### src/rtl/utf8pm_pkg.sv
package utf8pm_pkg;

	// default width of the byte and unit counters
	localparam int COUNT_WIDTH_DEF = 16;
	// width of the fixed payload fields
	localparam int FIELD_W = 16;
	// entries in the queue between classifier and counters
	localparam int QUEUE_DEPTH = 2;
	// register map, by index
	localparam int REG_ENCODING = 0;
	// top bit of a byte: clear for ASCII
	localparam logic [7:0] ASCII_MASK = 8'h80;

	typedef enum logic [1:0] {
		MODE_UTF8  = 2'd0,
		MODE_UTF16 = 2'd1,
		MODE_UTF32 = 2'd2,
		MODE_ALT32 = 2'd3
	} enc_mode_t;

	// one classified beat, handed from front to back
	typedef struct packed {
		logic        has_byte;
		logic        first_item;
		logic        last_item;
		logic [15:0] target_units;
		logic        lead;
		logic [2:0]  seq_len;
		logic [1:0]  unit_step;
		logic        count_units;
	} cls_item_t;

	typedef struct packed {
		logic empty;
		logic full;
	} queue_stat_t;

	// sequence length from the lead byte's leading ones; others count as one
	function automatic logic [2:0] seq_len_of(input logic [7:0] b);
		logic [2:0] len;
		len = 3'd1;
		if ((b & ASCII_MASK) != 8'h00) begin
			if (b[7:5] == 3'b110)
				len = 3'd2;
			else if (b[7:4] == 4'b1110)
				len = 3'd3;
			else if (b[7:3] == 5'b11110)
				len = 3'd4;
		end
		return len;
	endfunction

endpackage

### src/rtl/utf8pm_if.sv
// byte stream channel
interface utf8pm_byte_if;
	logic        valid;
	logic        ready;
	logic        has_byte;
	logic [7:0]  data_byte;
	logic        first_item;
	logic        last_item;
	logic [15:0] target_units;

	modport source (
		output valid, has_byte, data_byte, first_item, last_item, target_units,
		input  ready
	);
	modport sink (
		input  valid, has_byte, data_byte, first_item, last_item, target_units,
		output ready
	);
endinterface

// result channel
interface utf8pm_result_if;
	logic        valid;
	logic        ready;
	logic [15:0] byte_offset;
	logic        offset_valid;
	logic [15:0] unit_count;
	logic        count_saturated;

	modport source (
		output valid, byte_offset, offset_valid, unit_count, count_saturated,
		input  ready
	);
	modport sink (
		input  valid, byte_offset, offset_valid, unit_count, count_saturated,
		output ready
	);
endinterface

### src/rtl/utf8_position_unit_measure_top.sv
// Scans a line of UTF-8 text one byte per beat and converts a target count of
// units (UTF-8 bytes, UTF-16 units or codepoints, per the encoding register at
// byte address 0) into a byte offset, reporting it with the text's total unit
// count on the beat marked last_item. One byte is taken every clock cycle while
// the queue is not full; the rate is set by the counter stage, which updates all
// counters for one byte per cycle unless a last beat waits on an untaken result.
// result.valid is registered: the last byte's beat is written into the
// classifier-to-counter queue and, when the counter stage pops it, loads the
// output register. The input keeps flowing while a result waits, until the
// two-entry queue fills. The byte and unit counters saturate at 2^COUNT_WIDTH-1,
// the offset accumulator at 2^(COUNT_WIDTH+1)-1; each sets count_saturated.
// Write the encoding register only while no text is in flight.
module utf8_position_unit_measure_top #(
	parameter int COUNT_WIDTH = utf8pm_pkg::COUNT_WIDTH_DEF
) (
	input  logic        clk,
	input  logic        arst_n,
	utf8pm_byte_if.sink bytes,
	utf8pm_result_if.source result,
	input  logic        psel,
	input  logic        penable,
	input  logic        pwrite,
	input  logic [2:0]  paddr,
	input  logic [31:0] pwdata,
	output logic [31:0] prdata,
	output logic        pready
);

	utf8pm_pkg::enc_mode_t   mode_q;
	utf8pm_pkg::cls_item_t   front_item;
	utf8pm_pkg::cls_item_t   back_item;
	utf8pm_pkg::queue_stat_t q_stat;
	logic                    push;
	logic                    pop;
	logic                    reg_hit;

	// register port
	assign pready  = 1'b1;
	assign reg_hit = (paddr[2] == 1'(utf8pm_pkg::REG_ENCODING));
	assign prdata  = reg_hit ? {30'd0, mode_q} : 32'd0;

	always_ff @(posedge clk or negedge arst_n) begin
		if (!arst_n) begin
			mode_q <= utf8pm_pkg::MODE_UTF16;
		end else if (psel && penable && pwrite && pready && reg_hit) begin
			mode_q <= utf8pm_pkg::enc_mode_t'(pwdata[1:0]);
		end
	end

	utf8pm_front u_front (
		.clk    (clk),
		.arst_n (arst_n),
		.bytes  (bytes),
		.mode   (mode_q),
		.q_full (q_stat.full),
		.item   (front_item),
		.push   (push)
	);

	utf8pm_queue #(
		.DEPTH (utf8pm_pkg::QUEUE_DEPTH)
	) u_queue (
		.clk     (clk),
		.arst_n  (arst_n),
		.push    (push),
		.wr_item (front_item),
		.pop     (pop),
		.rd_item (back_item),
		.stat    (q_stat)
	);

	utf8pm_back #(
		.COUNT_WIDTH (COUNT_WIDTH)
	) u_back (
		.clk     (clk),
		.arst_n  (arst_n),
		.mode    (mode_q),
		.item    (back_item),
		.q_empty (q_stat.empty),
		.pop     (pop),
		.result  (result)
	);

	// a new result only follows a last beat leaving the queue
	a_result_from_last: assert property (@(posedge clk) disable iff (!arst_n)
		$rose(result.valid) |-> $past(pop && back_item.last_item))
		else $error("result raised without a last beat");

	// the counter stage never pops an empty queue
	a_pop_nonempty: assert property (@(posedge clk) disable iff (!arst_n)
		pop |-> !q_stat.empty)
		else $error("pop from empty queue");

	// queue cannot be both empty and full
	a_queue_stat: assert property (@(posedge clk) disable iff (!arst_n)
		!(q_stat.empty && q_stat.full))
		else $error("queue status inconsistent");

endmodule

### src/rtl/utf8pm_front.sv
module utf8pm_front (
	input  logic                  clk,
	input  logic                  arst_n,
	utf8pm_byte_if.sink           bytes,
	input  utf8pm_pkg::enc_mode_t mode,
	input  logic                  q_full,
	output utf8pm_pkg::cls_item_t item,
	output logic                  push
);

	logic [1:0] skip_q;
	logic [1:0] skip_base;
	logic [1:0] skip_next;
	logic [2:0] len;

	assign bytes.ready = !q_full;
	assign push        = bytes.valid && !q_full;

	// classify the beat: trailing bytes are skipped, leads give length and units
	always_comb begin
		skip_base = bytes.first_item ? 2'd0 : skip_q;
		len       = utf8pm_pkg::seq_len_of(bytes.data_byte);

		item.has_byte     = bytes.has_byte;
		item.first_item   = bytes.first_item;
		item.last_item    = bytes.last_item;
		item.target_units = bytes.target_units;
		item.lead         = bytes.has_byte && (skip_base == 2'd0);
		item.seq_len      = len;
		item.unit_step    = ((len == 3'd4) && (mode == utf8pm_pkg::MODE_UTF16)) ? 2'd2 : 2'd1;
		item.count_units  = item.lead && (mode != utf8pm_pkg::MODE_UTF8);

		skip_next = skip_base;
		if (bytes.has_byte) begin
			if (skip_base != 2'd0)
				skip_next = skip_base - 2'd1;
			else
				skip_next = 2'(len - 3'd1);
		end
	end

	// trailing bytes still to skip
	always_ff @(posedge clk or negedge arst_n) begin
		if (!arst_n) begin
			skip_q <= 2'd0;
		end else if (push) begin
			skip_q <= skip_next;
		end
	end

endmodule

### src/rtl/utf8pm_queue.sv
module utf8pm_queue #(
	parameter int DEPTH = utf8pm_pkg::QUEUE_DEPTH
) (
	input  logic                    clk,
	input  logic                    arst_n,
	input  logic                    push,
	input  utf8pm_pkg::cls_item_t   wr_item,
	input  logic                    pop,
	output utf8pm_pkg::cls_item_t   rd_item,
	output utf8pm_pkg::queue_stat_t stat
);

	localparam int PTR_W = (DEPTH > 1) ? $clog2(DEPTH) : 1;
	localparam int CNT_W = $clog2(DEPTH + 1);

	utf8pm_pkg::cls_item_t entry_q [DEPTH];
	logic [PTR_W-1:0] wr_ptr_q;
	logic [PTR_W-1:0] rd_ptr_q;
	logic [CNT_W-1:0] count_q;

	assign stat.empty = (count_q == '0);
	assign stat.full  = (count_q == CNT_W'(DEPTH));
	assign rd_item    = entry_q[rd_ptr_q];

	// entry storage
	always_ff @(posedge clk) begin
		if (push)
			entry_q[wr_ptr_q] <= wr_item;
	end

	// pointers and fill
	always_ff @(posedge clk or negedge arst_n) begin
		if (!arst_n) begin
			wr_ptr_q <= '0;
			rd_ptr_q <= '0;
			count_q  <= '0;
		end else begin
			if (push)
				wr_ptr_q <= (wr_ptr_q == PTR_W'(DEPTH - 1)) ? '0 : wr_ptr_q + 1'b1;
			if (pop)
				rd_ptr_q <= (rd_ptr_q == PTR_W'(DEPTH - 1)) ? '0 : rd_ptr_q + 1'b1;
			if (push && !pop)
				count_q <= count_q + 1'b1;
			else if (pop && !push)
				count_q <= count_q - 1'b1;
		end
	end

endmodule

### src/rtl/utf8pm_back.sv
module utf8pm_back #(
	parameter int COUNT_WIDTH = utf8pm_pkg::COUNT_WIDTH_DEF
) (
	input  logic                  clk,
	input  logic                  arst_n,
	input  utf8pm_pkg::enc_mode_t mode,
	input  utf8pm_pkg::cls_item_t item,
	input  logic                  q_empty,
	output logic                  pop,
	utf8pm_result_if.source       result
);

	localparam int CW    = COUNT_WIDTH;
	localparam int CMP_W = (CW + 1 > 18) ? CW + 1 : 18;
	localparam int FW    = utf8pm_pkg::FIELD_W;
	localparam logic [CW-1:0] CMAX = {CW{1'b1}};
	localparam logic [CW:0]   AMAX = {(CW + 1){1'b1}};

	logic [CW-1:0]      bytes_seen_q;
	logic [CW:0]        offset_accum_q;
	logic signed [17:0] units_left_q;
	logic               reached_q;
	logic [CW-1:0]      total_q;
	logic               sat_q;

	logic               res_valid_q;
	logic [FW-1:0]      res_offset_q;
	logic               res_ok_q;
	logic [FW-1:0]      res_count_q;
	logic               res_sat_q;

	logic [CW-1:0]      bytes_n;
	logic [CW:0]        accum_n;
	logic signed [17:0] units_n;
	logic               reached_n;
	logic [CW-1:0]      total_n;
	logic               sat_n;
	logic [CW:0]        tot_sum;
	logic [CW+1:0]      acc_sum;
	logic [CMP_W-1:0]   off;
	logic [CMP_W-1:0]   seen_ext;
	logic [CMP_W-1:0]   tot_ext;
	logic               ok;

	assign pop = !q_empty && (!item.last_item || !res_valid_q || result.ready);

	// counter update for the beat at the head of the queue
	always_comb begin
		bytes_n   = item.first_item ? '0 : bytes_seen_q;
		accum_n   = item.first_item ? '0 : offset_accum_q;
		units_n   = item.first_item ? $signed({2'b00, item.target_units}) : units_left_q;
		reached_n = item.first_item ? (item.target_units == 16'd0) : reached_q;
		total_n   = item.first_item ? '0 : total_q;
		sat_n     = item.first_item ? 1'b0 : sat_q;
		tot_sum   = {1'b0, total_n} + (CW + 1)'(item.unit_step);
		acc_sum   = {1'b0, accum_n} + (CW + 2)'(item.seq_len);

		if (item.has_byte) begin
			if (bytes_n == CMAX)
				sat_n = 1'b1;
			else
				bytes_n = bytes_n + 1'b1;
		end

		if (item.count_units) begin
			if (tot_sum[CW]) begin
				total_n = CMAX;
				sat_n   = 1'b1;
			end else begin
				total_n = tot_sum[CW-1:0];
			end
			if (!reached_n) begin
				if (acc_sum[CW+1]) begin
					accum_n = AMAX;
					sat_n   = 1'b1;
				end else begin
					accum_n = acc_sum[CW:0];
				end
				units_n = units_n - $signed({16'd0, item.unit_step});
				if (units_n <= 18'sd0)
					reached_n = 1'b1;
			end
		end
	end

	// result from the updated counters, clamped to the text length
	always_comb begin
		seen_ext = CMP_W'(bytes_n);
		if (mode == utf8pm_pkg::MODE_UTF8) begin
			off     = (units_n > 18'sd0) ? CMP_W'($unsigned(units_n)) : '0;
			ok      = 1'b1;
			tot_ext = CMP_W'(bytes_n);
		end else begin
			off     = CMP_W'(accum_n);
			ok      = reached_n && (units_n >= 18'sd0);
			tot_ext = CMP_W'(total_n);
		end
		if (off > seen_ext) begin
			off = seen_ext;
			ok  = 1'b0;
		end
	end

	// running counters
	always_ff @(posedge clk or negedge arst_n) begin
		if (!arst_n) begin
			bytes_seen_q   <= '0;
			offset_accum_q <= '0;
			units_left_q   <= '0;
			reached_q      <= 1'b0;
			total_q        <= '0;
			sat_q          <= 1'b0;
		end else if (pop) begin
			bytes_seen_q   <= bytes_n;
			offset_accum_q <= accum_n;
			units_left_q   <= units_n;
			reached_q      <= reached_n;
			total_q        <= total_n;
			sat_q          <= sat_n;
		end
	end

	// output register valid
	always_ff @(posedge clk or negedge arst_n) begin
		if (!arst_n) begin
			res_valid_q <= 1'b0;
		end else if (pop && item.last_item) begin
			res_valid_q <= 1'b1;
		end else if (result.ready) begin
			res_valid_q <= 1'b0;
		end
	end

	// output register payload
	always_ff @(posedge clk) begin
		if (pop && item.last_item) begin
			res_offset_q <= off[FW-1:0];
			res_ok_q     <= ok;
			res_count_q  <= tot_ext[FW-1:0];
			res_sat_q    <= sat_n;
		end
	end

	assign result.valid           = res_valid_q;
	assign result.byte_offset     = res_offset_q;
	assign result.offset_valid    = res_ok_q;
	assign result.unit_count      = res_count_q;
	assign result.count_saturated = res_sat_q;

endmodule
### src/flat_wrapper.sv
// flat-port wrapper written by rule: the top's interface ports become plain ports
module utf8_position_unit_measure_top_flat 
#(
	parameter int COUNT_WIDTH = utf8pm_pkg::COUNT_WIDTH_DEF
)
  (clk, arst_n, psel, penable, pwrite, paddr, pwdata, prdata, pready, bytes_valid, bytes_has_byte, bytes_data_byte, bytes_first_item, bytes_last_item, bytes_target_units, bytes_ready, result_valid, result_byte_offset, result_offset_valid, result_unit_count, result_count_saturated, result_ready);
  utf8pm_byte_if bytes_i ();
  utf8pm_result_if result_i ();
  input  logic clk;
  input  logic arst_n;
  input  logic psel;
  input  logic penable;
  input  logic pwrite;
  input  logic [2:0] paddr;
  input  logic [31:0] pwdata;
  output logic [31:0] prdata;
  output logic pready;
  input wire logic [$bits(bytes_i.valid)-1:0] bytes_valid;
  input wire logic [$bits(bytes_i.has_byte)-1:0] bytes_has_byte;
  input wire logic [$bits(bytes_i.data_byte)-1:0] bytes_data_byte;
  input wire logic [$bits(bytes_i.first_item)-1:0] bytes_first_item;
  input wire logic [$bits(bytes_i.last_item)-1:0] bytes_last_item;
  input wire logic [$bits(bytes_i.target_units)-1:0] bytes_target_units;
  output wire logic [$bits(bytes_i.ready)-1:0] bytes_ready;
  output wire logic [$bits(result_i.valid)-1:0] result_valid;
  output wire logic [$bits(result_i.byte_offset)-1:0] result_byte_offset;
  output wire logic [$bits(result_i.offset_valid)-1:0] result_offset_valid;
  output wire logic [$bits(result_i.unit_count)-1:0] result_unit_count;
  output wire logic [$bits(result_i.count_saturated)-1:0] result_count_saturated;
  input wire logic [$bits(result_i.ready)-1:0] result_ready;
  assign bytes_i.valid = bytes_valid;
  assign bytes_i.has_byte = bytes_has_byte;
  assign bytes_i.data_byte = bytes_data_byte;
  assign bytes_i.first_item = bytes_first_item;
  assign bytes_i.last_item = bytes_last_item;
  assign bytes_i.target_units = bytes_target_units;
  assign bytes_ready = bytes_i.ready;
  assign result_valid = result_i.valid;
  assign result_byte_offset = result_i.byte_offset;
  assign result_offset_valid = result_i.offset_valid;
  assign result_unit_count = result_i.unit_count;
  assign result_count_saturated = result_i.count_saturated;
  assign result_i.ready = result_ready;
  utf8_position_unit_measure_top #(.COUNT_WIDTH(COUNT_WIDTH)) u_core (.clk(clk), .arst_n(arst_n), .bytes(bytes_i), .result(result_i), .psel(psel), .penable(penable), .pwrite(pwrite), .paddr(paddr), .pwdata(pwdata), .prdata(prdata), .pready(pready));
endmodule
### config.mk
export PLATFORM = sky130hd
export DESIGN_NAME = utf8_position_unit_measure_top_flat
export DESIGN_NICKNAME = d
export VERILOG_FILES = /design/src/rtl/utf8pm_pkg.sv /design/src/rtl/utf8pm_if.sv /design/src/rtl/utf8_position_unit_measure_top.sv /design/src/rtl/utf8pm_front.sv /design/src/rtl/utf8pm_queue.sv /design/src/rtl/utf8pm_back.sv /design/src/flat_wrapper.sv
export SDC_FILE = /design/constraint.sdc
export NUM_CORES = 1
export LEC_CHECK = 0
export ABC_AREA = 1
export BUFFER_PORTS_ARGS = -buffer_cell sky130_fd_sc_hd__buf_2
export CORE_MARGIN = 2
export CORE_UTILIZATION = 65
export CTS_BUF_LIST = sky130_fd_sc_hd__clkbuf_8
export DETAILED_ROUTE_END_ITERATION = 10
export PLACE_DENSITY = 0.88
export SKIP_LAST_GASP = 1
export SLEW_MARGIN = 30
export SYNTH_ARGS = -nofsm -noshare
export SYNTH_HDL_FRONTEND = slang
export SYNTH_SLANG_ARGS = --single-unit
### constraint.sdc
create_clock -name clk -period 10.55 [get_ports clk]
set_input_delay 2.11 -clock clk [delete_from_list [all_inputs] [get_ports clk]]
set_output_delay 2.11 -clock clk [all_outputs]
set_load 0.05 [all_outputs]
==> reports/qor.yml, run 1 <==
global_route:
  grt_overflow_total: 0
  grt_pass1_wl_um: 40000
  grt_max_degree: 86
  antenna_found_initial: 0
  grt_pass1_vias: 8644
  track_usage: 0.284
final_layout:
  fillers: 1270
  antenna_cells: 0
  area_growth_pct: 5.74
  finalNetCount: 1572
  multi_input_area_um2: 5070
  regArea_um2: 4480
  stdcell_count: 1704
  postLayoutCellArea_um2: 11200
  drive_gt1_frac: 0.128
  fin_util: 0.705
clock_network:
  cts_made_buffers: 17
  clock_sinks: 162
  htree_levels: 4
  root_buffer: "clkbuf_8"
  post_cts_buffers: 0
  postCtsResizedCells: 0
  clock_latency_ps: 470
  clockBufferDepth: 2
  clkTransAtPathRegs_ps: 90
  cts_tree: "yes"
  cts_hold_buf: 0
critical_path:
  critical_path.max_fanout: 66
  cp.depth: 32
  cp_slowest_cell: "nand2_4"
  crit_buf_inv: 5
  critPathMostFrequentCell: "nand2_1"
  reg2reg_depth: 32
  crit_path_start: "u_core.u_queue.rd_ptr_q"
  worst_setup_path_end_kind: "flop"
  r2r-start: "u_core.u_queue.rd_ptr_q"
  startpoint_type: "flop"
  max_stage_delay_ps: 610
  worstSetupPathType: "flop to flop"
  crit_path_end: "u_core.u_back.result.byte_offset[15]"
  reg2reg_to: "u_core.u_back.result.byte_offset[15]"
  critical-path-top-delay-family: "simple AND/OR/NAND/NOR gates"
  reg2reg_setup_slack_ps: 3730
  critPathRequiredTime_ps: 10760
  cp.arrival_ps: 7030
route:
  drtIter0Drc: 869
  wl_per_cell_um: 14.3
  routed_wl_um: 24400
  viasPerCell: 5.49
  drc: 0
  drtPass1Iterations: 6
  vias: 9361
  ant_nets: 0
sta:
  fin_crit_sh: 0.646
  max_freq_mhz: 147
  clock_skew_ps: 18.3
  min_period_ps: 6820
  setup_ws_ps: 3730
  hold_viol: 0
  worst_slew_pin_slew_ps: 853
  rsz0062_at_grt: "false"
  finalSetupViolCount: 0
  finalSetupTns_ps: 0
  maxSlewHeadroom: 0.425
  slew_viol_final: 0
floorplan:
  io_pins: 138
  initial_core_util: 0.667
  dieArea_um2: 17400
  fp.dieW_um: 132
  fp.coreArea_um2: 15900
  rows: 46
  dieHeight_um: 132
placement:
  place.gp.congestion: 0.942
  pre_cts_ws_ps: 3880
  place_inst: 1672
  placed_area_um2: 10900
  port_buffers: 71
  hpwl_um: 17600
hold_path:
  hold_class: "flop to flop"
synthesis:
  synth_fa_ha_area_frac: 0.0351
  synth_cells: 1427
  yosys_warnings: 0
  synth_top_family_by_area: "simple AND/OR/NAND/NOR gates"
  synth_compound_area_frac: 0.0847
  synth-seq-cells: 162
  avgSynthCellArea_um2: 7.45
  muxShareOfSynthArea: 0.000941
  synth-seq-area-share: 0.421
  ys_types: 52
  netlist_area_um2: 10600
  synth_xor_area_frac: 0.0212
  yosys.area_share.simple: 0.322
pwr:
  powerDensity_nw_per_um2: 289
  p_leak_nw: 5.22
  ir_worst_vdd_mv: 0.208
status:
  status: "complete, no violations"
job:
  maxCapViolCount: 0
## worst min path at each step
stage | startpoint | end | slack (ps) | depth (start not counted)
3_5_place_dp | u_core.u_back.sat_q | u_core.u_back.sat_q | 470 | 2
3_3_place_gp | u_core.u_back.sat_q | u_core.u_back.sat_q | 460 | 2
2_1_floorplan | u_core.u_back.units_left_q[1] | u_core.u_back.units_left_q[1] | 450 | 2
5_1_grt | u_core.u_back.offset_accum_q[6] | u_core.u_back.offset_accum_q[6] | 530 | 2
6_report | u_core.u_back.units_left_q[1] | u_core.u_back.units_left_q[1] | 490 | 2
4_1_cts | u_core.u_back.units_left_q[1] | u_core.u_back.units_left_q[1] | 500 | 2
## metal layers
layer	wire length, µm	track usage
met5	0	0
met3	1530	0.0384
met4	717	0.118
met1	10300	0.374
met2	11900	0.476
## area by class of cell
class,instances,area share
clock inverters,15,0.00968
clock buffers,17,0.0208
multi-input cells,1039,0.451
flip-flops and latches,162,0.398
well taps,216,0.0240
repair buffers,79,0.0375
inverters,176,0.0590
## kinds of logic (layout without fill, tap and decap cells)
logic type,count (synthesis),count (layout)
and+or+nand+nor,786,786
buffers and inverters,255,287
AOI/OAI and AO/OA,169,169
DFF,162,162
adders and majority gates,28,28
xor gates and xnor gates,24,24
other,2,31
muxes,1,1
## metrics by stage
step	total power, mW	hold slack (ps)
after floorplan	2.47	448
after global placement	2.77	462
after detailed placement	2.82	473
after CTS	3.23	496
after global routing	3.48	527
final	3.25	492
## cells in the final DEF (no fill, tap or decap), types with 19 or more instances in the layout
cell and count:
nand2_1 488, inv_1 170, nor2_1 124, o21ai_0 104, edfxtp_1 84, dfrtp_1 77, buf_2 70, nand3_1 64
conb_1 31, ha_1 25, o21ai_1 24, a21oi_1 21, nand4_1 19
## worst reg2reg max path, delay by kind of cell (launching register included)
family          cells  cell delay [ps]
simple gates       18             3240
compound gates      7             1120
buf+inv             5             1070
fa+ha+maj           2              770
flops               1              360
## flip-flops by register name, indices dropped and copies added (netlist names), 2 cells and up
name                              count
u_core.u_back.total_q                16
u_core.u_back.offset_accum_q         17
u_core.u_back.units_left_q           18
u_core.u_back.bytes_seen_q           16
u_core.mode_q                         2
u_core.u_back.result.unit_count      16
u_core.u_queue.count_q                2
u_core.u_front.skip_q                 2
u_core.u_queue.entry_q               50
u_core.u_back.result.byte_offset     16
## cell usage after synthesis, drive strengths merged
cell type  instances  area (µm²)
and2               2        12.5
o2111ai            2        17.5
nand3             77         450
buf               64         500
clkbuf            15        56.3
ha                25         313
xor2              19         181
fa                 3        60.1
o32ai              1        8.76
dfstp              1        26.3
conb               2        7.51
dfrtp             77        1930
nor2             144         616
a211oi             1        7.51
o211ai             2        15.0
o21ai            131         667
or2                7        43.8
clkinv             1        3.75
a211o              1        8.76
nor3              19         115
mux2i              1        10.0
nand4             20         140
nor4               6        43.8
a21boi             1        7.51
xnor2              5        43.8
o31ai              1        7.51
edfxtp            84        2520
nand2            510        1990
o21bai             2        15.0
nand3b             1        7.51
o21a               1        7.51
inv              175         659
a31oi              4        25.0
a21oi             22         114
## power by group
| part | switching (mW) | total [mW] | internal [mW] |
|---|---|---|---|
| registers | 0.0614 | 0.934 | 0.873 |
| clock network | 0.244 | 0.409 | 0.164 |
| logic | 1.44 | 1.91 | 0.470 |
Power figures use the tool's default switching activity.
==> run 2: changes to the inputs <==
--- a/config.mk
+++ b/config.mk
@@ -5,13 +5,13 @@
 export SDC_FILE = /design/constraint.sdc
 export NUM_CORES = 1
 export LEC_CHECK = 0
-export ABC_AREA = 1
+export ABC_AREA = 0
 export BUFFER_PORTS_ARGS = -buffer_cell sky130_fd_sc_hd__buf_2
 export CORE_MARGIN = 2
-export CORE_UTILIZATION = 65
+export CORE_UTILIZATION = 60
 export CTS_BUF_LIST = sky130_fd_sc_hd__clkbuf_8
 export DETAILED_ROUTE_END_ITERATION = 10
-export PLACE_DENSITY = 0.88
+export PLACE_DENSITY = 0.83
 export SKIP_LAST_GASP = 1
 export SLEW_MARGIN = 30
 export SYNTH_ARGS = -nofsm -noshare
==> constraint.sdc (replaced) <==
create_clock -name clk -period 7 [get_ports clk]
set_input_delay 1.4 -clock clk [delete_from_list [all_inputs] [get_ports clk]]
set_output_delay 1.4 -clock clk [all_outputs]
set_load 0.05 [all_outputs]
==> reports/qor.yml, run 2 <==
clock_network:
  clkTransAtPathRegs_ps: 80
  cts_hold_buf: 0
  clock_latency_ps: 480
  postCtsResizedCells: 0
  post_cts_buffers: 0
  cts_made_buffers: 17
  htree_levels: 4
  clockBufferDepth: 2
  clock_sinks: 162
  root_buffer: "clkbuf_8"
  cts_tree: "yes"
status:
  status: "complete, no violations"
global_route:
  grt_max_degree: 108
  track_usage: 0.274
  grt_pass1_wl_um: 37600
  antenna_found_initial: 0
  grt_overflow_total: 0
  grt_pass1_vias: 7289
sta:
  clock_skew_ps: 16.0
  slew_viol_final: 0
  finalSetupViolCount: 0
  fin_crit_sh: 0.956
  max_freq_mhz: 149
  setup_ws_ps: 308
  worst_slew_pin_slew_ps: 801
  finalSetupTns_ps: 0
  hold_viol: 0
  maxSlewHeadroom: 0.451
  min_period_ps: 6690
  rsz0062_at_grt: "false"
synthesis:
  yosys_warnings: 0
  synth-seq-area-share: 0.454
  synth_top_cells_by_area: "edfxtp_1 26%, dfrtp_1 20%, mux2i_1 6.5%"
  synth_cells: 991
  synth_ff_type: "edfxtp_1"
  synth_top_area_cell: "edfxtp_1"
  yosysMostFrequentCell: "nand2_1"
  synth_edf_count: 84
  muxShareOfSynthArea: 0.0922
  synth_top_family_by_area: "simple AND/OR/NAND/NOR gates"
  synth_xor_area_frac: 0.0471
  ys_async_sr_fraction: 0.481
  ys_types: 77
  synthTopCellsByCount: "122 x nand2_1, 99 x o21ai_0, 84 x edfxtp_1, 77 x dfrtp_1, 64 x mux2i_1"
  synth_fa_ha_area_frac: 0.0378
  yosys.area.top_type_share: 0.256
  synth_compound_area_frac: 0.138
  netlist_area_um2: 9850
  avgSynthCellArea_um2: 9.94
  synth-seq-cells: 162
  yosys.area_share.simple: 0.168
critical_path:
  critical-path-top-delay-family: "compound AO/OA/AOI/OAI gates"
  startpoint_type: "flop"
  worst_setup_path_end_kind: "flop"
  cp_slowest_cell: "or4_4"
  critPathRequiredTime_ps: 7300
  critical_path.max_fanout: 14
  cp.depth: 21
  max_stage_delay_ps: 630
  worstSetupPathType: "flop to flop"
  cp.arrival_ps: 6990
  reg2reg_depth: 21
  path_cells: "mux2i_4 > o21ai_0 > ha_1 > nor2b_1 > or2_0 > or4_4 > nor3_4 > a41oi_2 > or3_1 > o22ai_1 > ha_1 > a21o_1 > a221o_1 > a221oi_1 > o21ai_0 > nand3_1 > a21oi_1 > a221oi_4 > buf_4 > buf_4 > mux2i_1"
  crit_buf_inv: 2
route:
  drtPass1Iterations: 5
  drc: 0
  wl_per_cell_um: 18.7
  viasPerCell: 6.18
  vias: 7930
  routed_wl_um: 24000
  ant_nets: 0
  drtIter0Drc: 1016
floorplan:
  fp.coreArea_um2: 15900
  rows: 46
  fp.dieW_um: 132
  dieArea_um2: 17500
  initial_core_util: 0.618
  io_pins: 138
  dieHeight_um: 132
final_layout:
  antenna_cells: 0
  area_growth_pct: 8.62
  largest_reg_flops: 50
  drive_gt1_frac: 0.150
  layout_commonest_cell: "nand2_1"
  fillers: 1202
  regMostFlops: "u_core.u_queue.entry_q"
  fin_util: 0.671
  reg_top3: "u_core.u_queue.entry_q (50), u_core.u_back.units_left_q (18), u_core.u_back.offset_accum_q (17)"
  final_cell_mix: "122 x nand2_1, 99 x o21ai_0, 84 x edfxtp_1"
  finalNetCount: 1151
placement:
  pre_cts_ws_ps: 436
  place.gp.congestion: 0.939
  hpwl_um: 16800
  port_buffers: 71
pwr:
  ir_worst_vdd_mv: 0.276
  p_leak_nw: 4.42
  powerDensity_nw_per_um2: 446
hold_path:
  hold_path_depth: 2
  hold_class: "flop to flop"
job:
  maxCapViolCount: 0
[run 2: cell count changes after synthesis, moves of 17 or more]
cell | before | now
nand2_1 | 488 | 122
inv_1 | 170 | 37
nor2_1 | 126 | 47
mux2i_1 | 1 | 64
nand3_1 | 64 | 25
xnor2_1 | 5 | 37
a21oi_1 | 21 | 44
o21ai_1 | 24 | 5
nand2_2 | 17 | 0
[run 2: worst min-delay path: cells and delay by family, from the launching register on]
family,cells,cell delay (ps)
AOI/OAI and AO/OA,1,60
DFF,1,350
and+or+nand+nor,1,50
[run 2: cell type report]
class	instances	area, µm²	area share
clock buffers	18	248	0.0231
clock inverters	14	141	0.0132
inverters	38	143	0.0133
multi-input cells	745	4890	0.457
flip-flops and latches	162	4480	0.418
well taps	216	270	0.0253
repair buffers	90	528	0.0493
[run 2: logic make-up (layout without fill, tap and decap cells)]
group | after synthesis | count (layout)
AND/OR/NAND/NOR | 326 | 326
flip-flops | 162 | 162
buffers and inverters | 113 | 160
adder cells (fa/ha/maj) | 28 | 28
XOR/XNOR | 53 | 53
multiplexers | 86 | 86
other | 2 | 31
AO/OA/AOI/OAI | 221 | 221
[run 2: worst paths after layout]
| path | startpoint | end | slack (ps) |
|---|---|---|---|
| worst max-delay path | u_core.u_queue.rd_ptr_q | u_core.u_back.result.byte_offset[13] | 310 |
| worst min-delay path | u_core.u_back.total_q[1] | u_core.u_back.total_q[1] | 490 |
| worst max register to register | u_core.u_queue.rd_ptr_q | u_core.u_back.result.byte_offset[13] | 310 |
| worst min register to register | u_core.u_back.total_q[1] | u_core.u_back.total_q[1] | 490 |
| max in group asynchronous | arst_n | u_core.u_queue.rd_ptr_q | 5480 |
| min in group asynchronous | arst_n | u_core.u_queue.wr_ptr_q | 960 |
[run 2: layer usage]
metal | up-vias | routed length (µm) | GRT usage | part of all wire
li1 | 3678 | - | - | -
met1 | 3799 | 10100 | 0.378 | 0.42
met2 | 400 | 11400 | 0.438 | 0.47
met3 | 53 | 1920 | 0.0465 | 0.080
met4 | 0 | 608 | 0.107 | 0.025
met5 | - | 0 | 0 | 0
[run 2: report_power, final]
part           switching [mW]  internal, mW  leakage (nW)
logic                    1.80         0.851          2.40
clock network           0.351         0.323         0.197
registers               0.125          1.33          1.82
[run 2: metrics by stage]
step	power (mW)	cell area [µm²]	cells	hold WS, ps
floorplan	3.45	9960	1020	442
global placement	3.96	10300	1250	457
detailed placement	4.04	10300	1250	463
CTS	4.72	10700	1282	492
global route	5.03	10700	1283	514
finish	4.77	10700	1283	491
